$ cat config.mk
export PLATFORM = sky130hd
export DESIGN_NAME = waveform_minmax_decimator_core
export DESIGN_NICKNAME = d
export VERILOG_FILES = /design/src/wmmd_pkg.sv /design/src/waveform_minmax_decimator_core.sv
export SDC_FILE = /design/constraint.sdc
export NUM_CORES = 1
export LEC_CHECK = 0
export BUFFER_PORTS_ARGS = -buffer_cell sky130_fd_sc_hd__buf_2
export CAP_MARGIN = 20
export CORE_AREA = 2 2 226 228
export DETAILED_ROUTE_END_ITERATION = 8
export DIE_AREA = 0 0 228 230
export MAX_ROUTING_LAYER = met4
export PLACE_DENSITY_LB_ADDON = 0.05
export SKIP_LAST_GASP = 1
export SLEW_MARGIN = 20
export SYNTH_ARGS = -nofsm -noshare
export SYNTH_HDL_FRONTEND = slang
export SYNTH_SLANG_ARGS = --single-unit
$ cat constraint.sdc
create_clock -name clk_i -period 6.4 [get_ports clk_i]
set_input_delay 0 -clock clk_i [delete_from_list [all_inputs] [get_ports clk_i]]
set_output_delay 0 -clock clk_i [all_outputs]
set_load 0.1 [all_outputs]
$ cat src/wmmd_pkg.sv
`timescale 1ns / 1ps

package wmmd_pkg;

  localparam int unsigned CFG_INDEX_BITS = 2;

  typedef enum logic [CFG_INDEX_BITS-1:0] {
    CFG_IN_LENGTH  = 2'd0,
    CFG_OUT_LENGTH = 2'd1
  } cfg_reg_e;

endpackage

$ cat src/waveform_minmax_decimator_core.sv
// a result enters the registered output buffer when its sample transaction is accepted
// throughput: one sample per cycle while the output buffer is not full, set by the single state update stage
// a two-entry output buffer keeps input ready while one result waits downstream
// reset: asynchronous active low; lengths return to 1, phase, holds and indexes
// clear, the crossing flag sets, output buffer empties
`timescale 1ns / 1ps

module waveform_minmax_decimator_core
  import wmmd_pkg::*;
#(
  parameter int unsigned SAMPLE_BITS = 24,
  parameter int unsigned LENGTH_BITS = 16
) (
  input  logic                          clk_i,
  input  logic                          rst_ni,
  input  logic                          in_valid_i,
  output logic                          in_ready_o,
  input  logic signed [SAMPLE_BITS-1:0] sample_i,
  input  logic                          block_start_i,
  output logic                          out_valid_o,
  input  logic                          out_ready_i,
  output logic signed [SAMPLE_BITS-1:0] value_o,
  output logic                          last_o,
  input  logic                          cfg_valid_i,
  output logic                          cfg_ready_o,
  input  logic [CFG_INDEX_BITS-1:0]     cfg_index_i,
  input  logic [LENGTH_BITS-1:0]        cfg_data_i
);

  localparam int unsigned PhaseBits = LENGTH_BITS + 1;
  localparam int unsigned SumBits   = LENGTH_BITS + 2;

  logic [LENGTH_BITS-1:0] in_length_q, out_length_q;

  logic [PhaseBits-1:0]          phase_q, phase_d;
  logic signed [SAMPLE_BITS-1:0] max_hold_q, max_hold_d;
  logic signed [SAMPLE_BITS-1:0] min_hold_q, min_hold_d;
  logic signed [SAMPLE_BITS-1:0] prior_input_q, prior_input_d;
  logic signed [SAMPLE_BITS-1:0] prior_emitted_q, prior_emitted_d;
  logic signed [SAMPLE_BITS-1:0] first_value_q, first_value_d;
  logic                          crossed_q, crossed_d;
  logic                          max_taken_q, max_taken_d;
  logic                          min_taken_q, min_taken_d;
  logic [LENGTH_BITS-1:0]        out_index_q, out_index_d;
  logic [LENGTH_BITS-1:0]        in_index_q, in_index_d;

  logic                          emit;
  logic signed [SAMPLE_BITS-1:0] emit_value;
  logic                          emit_last;

  logic                          head_vld_q, head_vld_d;
  logic                          skid_vld_q, skid_vld_d;
  logic signed [SAMPLE_BITS-1:0] head_value_q, skid_value_q;
  logic                          head_last_q, skid_last_q;

  logic in_fire, out_fire;

  assign in_ready_o  = !skid_vld_q;
  assign in_fire     = in_valid_i && in_ready_o;
  assign out_fire    = out_valid_o && out_ready_i;
  assign cfg_ready_o = 1'b1;

  // configuration registers
  always_ff @(posedge clk_i or negedge rst_ni) begin
    if (!rst_ni) begin
      in_length_q  <= LENGTH_BITS'(1);
      out_length_q <= LENGTH_BITS'(1);
    end else if (cfg_valid_i && cfg_ready_o) begin
      unique case (cfg_index_i)
        CFG_IN_LENGTH:  in_length_q  <= cfg_data_i;
        CFG_OUT_LENGTH: out_length_q <= cfg_data_i;
        default: ;
      endcase
    end
  end

  // per-sample state update
  always_comb begin
    logic [LENGTH_BITS-1:0]        in_idx0, out_idx0;
    logic [PhaseBits-1:0]          phase0;
    logic signed [SAMPLE_BITS-1:0] max0, min0, prior_in0, prior_em0, first0;
    logic signed [SAMPLE_BITS-1:0] max1, min1, max2, min2, chosen;
    logic                          crossed0, crossed1, maxt0, mint0, take_max;
    logic                          s_pos, s_neg, p_pos, p_neg;
    logic [SumBits-1:0]            phase_sum;

    in_idx0   = block_start_i ? '0 : in_index_q;
    out_idx0  = block_start_i ? '0 : out_index_q;
    phase0    = block_start_i ? '0 : phase_q;
    max0      = block_start_i ? sample_i : max_hold_q;
    min0      = block_start_i ? sample_i : min_hold_q;
    prior_in0 = block_start_i ? sample_i : prior_input_q;
    first0    = block_start_i ? sample_i : first_value_q;
    prior_em0 = block_start_i ? '0 : prior_emitted_q;
    crossed0  = block_start_i ? 1'b1 : crossed_q;
    maxt0     = block_start_i ? 1'b0 : max_taken_q;
    mint0     = block_start_i ? 1'b0 : min_taken_q;

    phase_d         = phase0;
    max_hold_d      = max0;
    min_hold_d      = min0;
    prior_input_d   = prior_in0;
    prior_emitted_d = prior_em0;
    first_value_d   = first0;
    crossed_d       = crossed0;
    max_taken_d     = maxt0;
    min_taken_d     = mint0;
    out_index_d     = out_idx0;
    in_index_d      = in_idx0;

    emit       = 1'b0;
    emit_value = sample_i;
    emit_last  = 1'b0;

    max1      = maxt0 ? sample_i : max0;
    min1      = mint0 ? sample_i : min0;
    max2      = (sample_i > max1) ? sample_i : max1;
    min2      = (sample_i < min1) ? sample_i : min1;
    s_neg     = sample_i[SAMPLE_BITS-1];
    s_pos     = !s_neg && (|sample_i);
    p_neg     = prior_in0[SAMPLE_BITS-1];
    p_pos     = !p_neg && (|prior_in0);
    crossed1  = crossed0 || (s_pos && p_neg) || (s_neg && p_pos);
    phase_sum = SumBits'(phase0) + SumBits'(out_length_q);
    take_max  = (!crossed1) == (!prior_em0[SAMPLE_BITS-1]);
    chosen    = take_max ? max2 : min2;

    if (in_idx0 < in_length_q) begin
      in_index_d = in_idx0 + LENGTH_BITS'(1);
      if (out_length_q >= in_length_q) begin
        emit       = 1'b1;
        emit_value = sample_i;
        emit_last  = (in_index_d == in_length_q);
      end else if (out_idx0 < out_length_q) begin
        max_hold_d    = max2;
        min_hold_d    = min2;
        max_taken_d   = 1'b0;
        min_taken_d   = 1'b0;
        crossed_d     = crossed1;
        prior_input_d = sample_i;
        if (phase_sum < SumBits'(in_length_q)) begin
          phase_d = phase_sum[PhaseBits-1:0];
        end else begin
          phase_d = PhaseBits'(phase_sum - SumBits'(in_length_q));
          if (take_max) begin
            max_hold_d  = sample_i;
            max_taken_d = 1'b1;
          end else begin
            min_hold_d  = sample_i;
            min_taken_d = 1'b1;
          end
          emit_value = chosen;
          if (out_idx0 == '0) begin
            emit_value = first0;
            if (first0 == min_hold_d) begin
              min_taken_d = 1'b1;
            end else begin
              max_taken_d = 1'b1;
            end
          end
          emit            = 1'b1;
          emit_last       = ((out_idx0 + LENGTH_BITS'(1)) == out_length_q);
          out_index_d     = out_idx0 + LENGTH_BITS'(1);
          prior_emitted_d = chosen;
          crossed_d       = 1'b0;
        end
      end
    end
  end

  always_ff @(posedge clk_i or negedge rst_ni) begin
    if (!rst_ni) begin
      phase_q         <= '0;
      max_hold_q      <= '0;
      min_hold_q      <= '0;
      prior_input_q   <= '0;
      prior_emitted_q <= '0;
      first_value_q   <= '0;
      crossed_q       <= 1'b1;
      max_taken_q     <= 1'b0;
      min_taken_q     <= 1'b0;
      out_index_q     <= '0;
      in_index_q      <= '0;
    end else if (in_fire) begin
      phase_q         <= phase_d;
      max_hold_q      <= max_hold_d;
      min_hold_q      <= min_hold_d;
      prior_input_q   <= prior_input_d;
      prior_emitted_q <= prior_emitted_d;
      first_value_q   <= first_value_d;
      crossed_q       <= crossed_d;
      max_taken_q     <= max_taken_d;
      min_taken_q     <= min_taken_d;
      out_index_q     <= out_index_d;
      in_index_q      <= in_index_d;
    end
  end

  // two-entry result buffer: head drives the port, skid catches a stalled transaction
  logic push;
  assign push = in_fire && emit;

  always_comb begin
    head_vld_d = head_vld_q;
    skid_vld_d = skid_vld_q;
    if (out_fire) begin
      if (skid_vld_q) begin
        skid_vld_d = 1'b0;
      end else begin
        head_vld_d = push;
      end
    end else if (push) begin
      if (head_vld_q) begin
        skid_vld_d = 1'b1;
      end else begin
        head_vld_d = 1'b1;
      end
    end
  end

  always_ff @(posedge clk_i or negedge rst_ni) begin
    if (!rst_ni) begin
      head_vld_q <= 1'b0;
      skid_vld_q <= 1'b0;
    end else begin
      head_vld_q <= head_vld_d;
      skid_vld_q <= skid_vld_d;
    end
  end

  always_ff @(posedge clk_i) begin
    if (out_fire && skid_vld_q) begin
      head_value_q <= skid_value_q;
      head_last_q  <= skid_last_q;
    end else if (push && (out_fire || !head_vld_q)) begin
      head_value_q <= emit_value;
      head_last_q  <= emit_last;
    end
    if (push && head_vld_q && !out_fire) begin
      skid_value_q <= emit_value;
      skid_last_q  <= emit_last;
    end
  end

  assign out_valid_o = head_vld_q;
  assign value_o     = head_value_q;
  assign last_o      = head_last_q;

  a_skid_needs_head : assert property (@(posedge clk_i) disable iff (!rst_ni)
    skid_vld_q |-> head_vld_q)
    else $error("skid entry held while head entry empty");

  a_result_follows : assert property (@(posedge clk_i) disable iff (!rst_ni)
    (in_fire && emit) |=> out_valid_o)
    else $error("accepted sample with result produced no output");

  a_stall_only_when_full : assert property (@(posedge clk_i) disable iff (!rst_ni)
    !in_ready_o |-> (out_valid_o && skid_vld_q))
    else $error("input stalled with buffer space free");

  a_no_spurious_result : assert property (@(posedge clk_i) disable iff (!rst_ni)
    (!out_valid_o && !(in_fire && emit)) |=> !out_valid_o)
    else $error("output appeared without an accepted sample");

endmodule
==> impl_results.md <==
- Top FF cell, synth: dfrtp_1
- Period minus WS final: 6.07 ns
- Clock Skew: 0.0141 ns
- VDD IR-drop max: 224 uV
- Residual DRC count: 0
- Max frequency: 165 MHz
- DP HPWL: 46.0 mm
- Switching portion of total power: 0.467
- Filler instances: 5052
- CP endpoint kind: flop
- PnR worst setup slack: 0.329 ns
- Switching power: 4.61 mW
- Startpoint types: flop
- Setup WS pre-CTS: 0.261 ns
- Finish-stage setup viols: 0
- Global Route Usage Sum: 0.245
- CTS tree: yes
- Maximum clock path buffer count: 3
- Worst-Margin Slew: 0.987 ns
- Setup CP Type: reg -> reg
- Cell internal pwr: 5.25 mW
- CP Data Arrival Time: 6.45 ns
- I/O pin total: 76
- Post-Route WL: 62.9 mm
- Combinational power share: 0.548
- Final core utilization: 0.402
- Max-slew violations: 0
- Post-DRT Antenna Nets: 0
- Via density: 5.54
- Routability cong.: 0.868
- Die area: 0.0524 mm^2
- Fin Setup TNS: 0 ns
- Cells after synthesis: 1893
- Post-synth top area share: 0.259
- Later-pin clock latency in the skew report: 0.58 ns
- Dpl cell area: 0.0183 mm^2
- Register clock-pin slew on the reported worst setup and hold paths: 0.06 ns
- Synth Cell Area: 0.0174 mm^2
- Cell Pwr Density: 492 mW/mm^2
- Layout cell share with drive strength beyond 1: 0.150
- Library cells used by synthesis: 96
- Yosys top cell by area: dfrtp_1
- Antenna cells: 0
- Height of the die: 230 um
- Fraction of power consumed by sequential logic: 0.260
- Failing checks: negative hold slack
- CTS Sinks: 233
- Register area share after synthesis: 0.350
- Layout area overhead: 15.3%
- Vias after detailed routing: 14800
- Post CTS Setup Buffer Count: 0
- Status: finished with violations
- 1st-iter DRT viols: 967
- Top post-synthesis cells by area: dfrtp_1 26%, ha_1 9.4%, edfxtp_1 8.6%, mux2_2 5.2%, nand2_1 4.6%
- Ys async rst share: 0.785
- Hold Crit Class: in -> async
- Max cap viols: 0
- Hold slack: -0.0143 ns
- First-pass GRT wire length: 96.0 mm
- Final Hold Viols: 6
- Die span in x: 228 um
- H-tree depth: 1
- Static leakage: 8.54 nW
- Total CTS buffers: 30
- Mapped Avg Cell Area: 9.17 um^2
- CP required: 6.77 ns
- Pin count of the biggest net entering global routing: 113
- Yosys reg bits: 233
- Worst-path fanout max: 18
- Wire per inst: 23.6 um
- Core box area: 0.0499 mm^2
- CTS root buffer: clkbuf_16
- PortBufs: 74
- Final Cycle Share: 0.949
- Starting Density: 0.348
- Total grt overflow: 0
- Pre-antenna DRT Iters: 6
- Clock share of power: 0.192
- Nets: 2156
- Number of flops mapped to enable cells by yosys: 50
- Vias in the first global route: 14800
- Net count after synthesis: 2073
- Ys Warns: 0
- Initial antenna violation count: 1
- Cell Rows: 82
- Slew margin rel.: 0.334
- Unrepaired setup endpoints after global routing: no
- Final Instance Area: 0.0200 mm^2
sequential cells by signal, summed over array words and instances (netlist names):
name	cells
first_value_q	24
max_hold_q	24
min_hold_q	24
prior_input_q	24
skid_value_q	24
value_o	24
phase_q	17
in_index_q	16
in_length_q	16
out_index_q	16
out_length_q	16
crossed_q	1
last_o	1
max_taken_q	1
min_taken_q	1
out_valid_o	1
prior_emitted_q	1
skid_last_q	1
skid_vld_q	1
layout make-up:
type                            instances  area (um^2)  area share
Inverter                               88          330      0.0165
Tap cell                              672          841      0.0420
Sequential cell                       233         6080       0.304
Multi-Input combinational cell       1463        10500       0.523
Timing Repair Buffer                  160         1210      0.0603
Clock inverter                         19          278      0.0139
Clock buffer                           37          818      0.0409
power groups by stage:
stage,sequential [mW],clock (mW),combinational (mW)
3_5_place_dp,2.59,0,5.33
6_report,2.56,1.90,5.40
2_1_floorplan,2.96,0,3.47
3_3_place_gp,2.59,0,5.29
5_1_grt,2.62,2.00,5.91
4_1_cts,2.56,1.95,5.38
Yosys cell counts, types with 25 or more instances:
cell	n
edfxtp_1	50
nand2_1	212
dfrtp_1	180
inv_1	88
a21oi_1	76
xnor2_1	85
ha_1	130
mux2i_1	34
o21ai_0	153
mux2_2	80
clkbuf_1	70
xor2_1	35
and2_1	28
a31oi_1	38
nor3_1	27
o211ai_1	28
nand3_1	51
nor4_1	31
nor2b_1	50
nand4_1	25
nor2_1	95
what timing repair did:
item                                   CTS  global route
hold buffers                            55             0
setup endpoints to repair                0             1
endpoints found under the hold margin  204             0
resized for setup                        0             1
layout by cell type, fill, tap and decap left out, drive strengths merged, types with 19 or more instances in the layout:
cell type,synthesis,final
edfxtp,50,50
buf,39,104
nand3,51,51
clkbuf,70,38
xnor2,85,85
ha,130,130
mux2,102,102
xor2,35,35
inv,88,88
dlygate4sd3,0,55
o21ai,163,163
a211oi,19,19
nand2,214,214
dfrtp,180,180
nor4,32,32
nand4,26,26
mux2i,34,34
a21oi,77,77
a31oi,39,39
nor2b,50,50
and2,28,28
nor2,99,99
nor3,27,27
a2bb2oi,20,20
o21a,21,21
o211ai,30,30
critical path: stages, from the launching register on:
cell and delay (ns):
dfrtp_1 0.47, nor2_4 0.38, buf_4 0.40, mux2i_1 0.55, ha_1 0.25, a21oi_1 0.06
o21ai_0 0.34, nor3_1 0.12, o21a_1 0.24, o21ai_1 0.62, and4_2 0.69, a221oi_1 0.17
o41ai_1 0.89, a21oi_1 0.31, o31ai_1 0.36
kinds of logic (layout without fill, tap and decap cells):
logic type | Yosys count | after routing | synth area share
AND/OR/NAND/NOR | 585 | 585 | 0.166
multiplexers | 136 | 136 | 0.0901
XOR/XNOR | 120 | 120 | 0.0605
flip-flops | 233 | 233 | 0.350
other | 1 | 1 | 0.000216
buffers and inverters | 197 | 304 | 0.0497
adder cells (fa/ha/maj) | 132 | 132 | 0.0960
AO/OA/AOI/OAI | 489 | 489 | 0.187
per-layer routing:
| metal | part of all wire | global-route usage | wire length (um) | vias up |
|---|---|---|---|---|
| li1 | - | - | - | 7050 |
| met1 | 0.50 | 0.348 | 31400 | 7327 |
| met2 | 0.45 | 0.383 | 28200 | 354 |
| met3 | 0.037 | 0.0205 | 2350 | 64 |
| met4 | 0.017 | 0.0447 | 1060 | 0 |
| met5 | 0 | - | 0 | - |
worst paths after layout:
kind / start / end / slack, ns / cells past startpoint
setup / recovery: min_taken_q$_DFFE_PN0P_ / value_o[0]$_DFFE_PP_ / 0.33 / 14
hold / removal: rst_ni / in_length_q[7]$_DFFE_PN0P_ / -0.01 / 2
setup reg to reg: min_taken_q$_DFFE_PN0P_ / value_o[0]$_DFFE_PP_ / 0.33 / 14
hold reg to reg: phase_q[15]$_DFFE_PN0P_ / phase_q[15]$_DFFE_PN0P_ / 0.49 / 2
max in group asynchronous: rst_ni / first_value_q[17]$_DFFE_PN0P_ / 5.26 / 3
min in group clk_i: block_start_i / out_index_q[4]$_DFFE_PN0P_ / 0.11 / 5
through the flow:
step | power (mW) | std cells
2_1_floorplan | 6.43 | 1893
3_3_place_gp | 7.88 | 2560
3_5_place_dp | 7.92 | 2560
4_1_cts | 9.90 | 2671
5_1_grt | 10.5 | 2672
6_report | 9.86 | 2672
No activity file was read; power rests on OpenSTA's default activity.
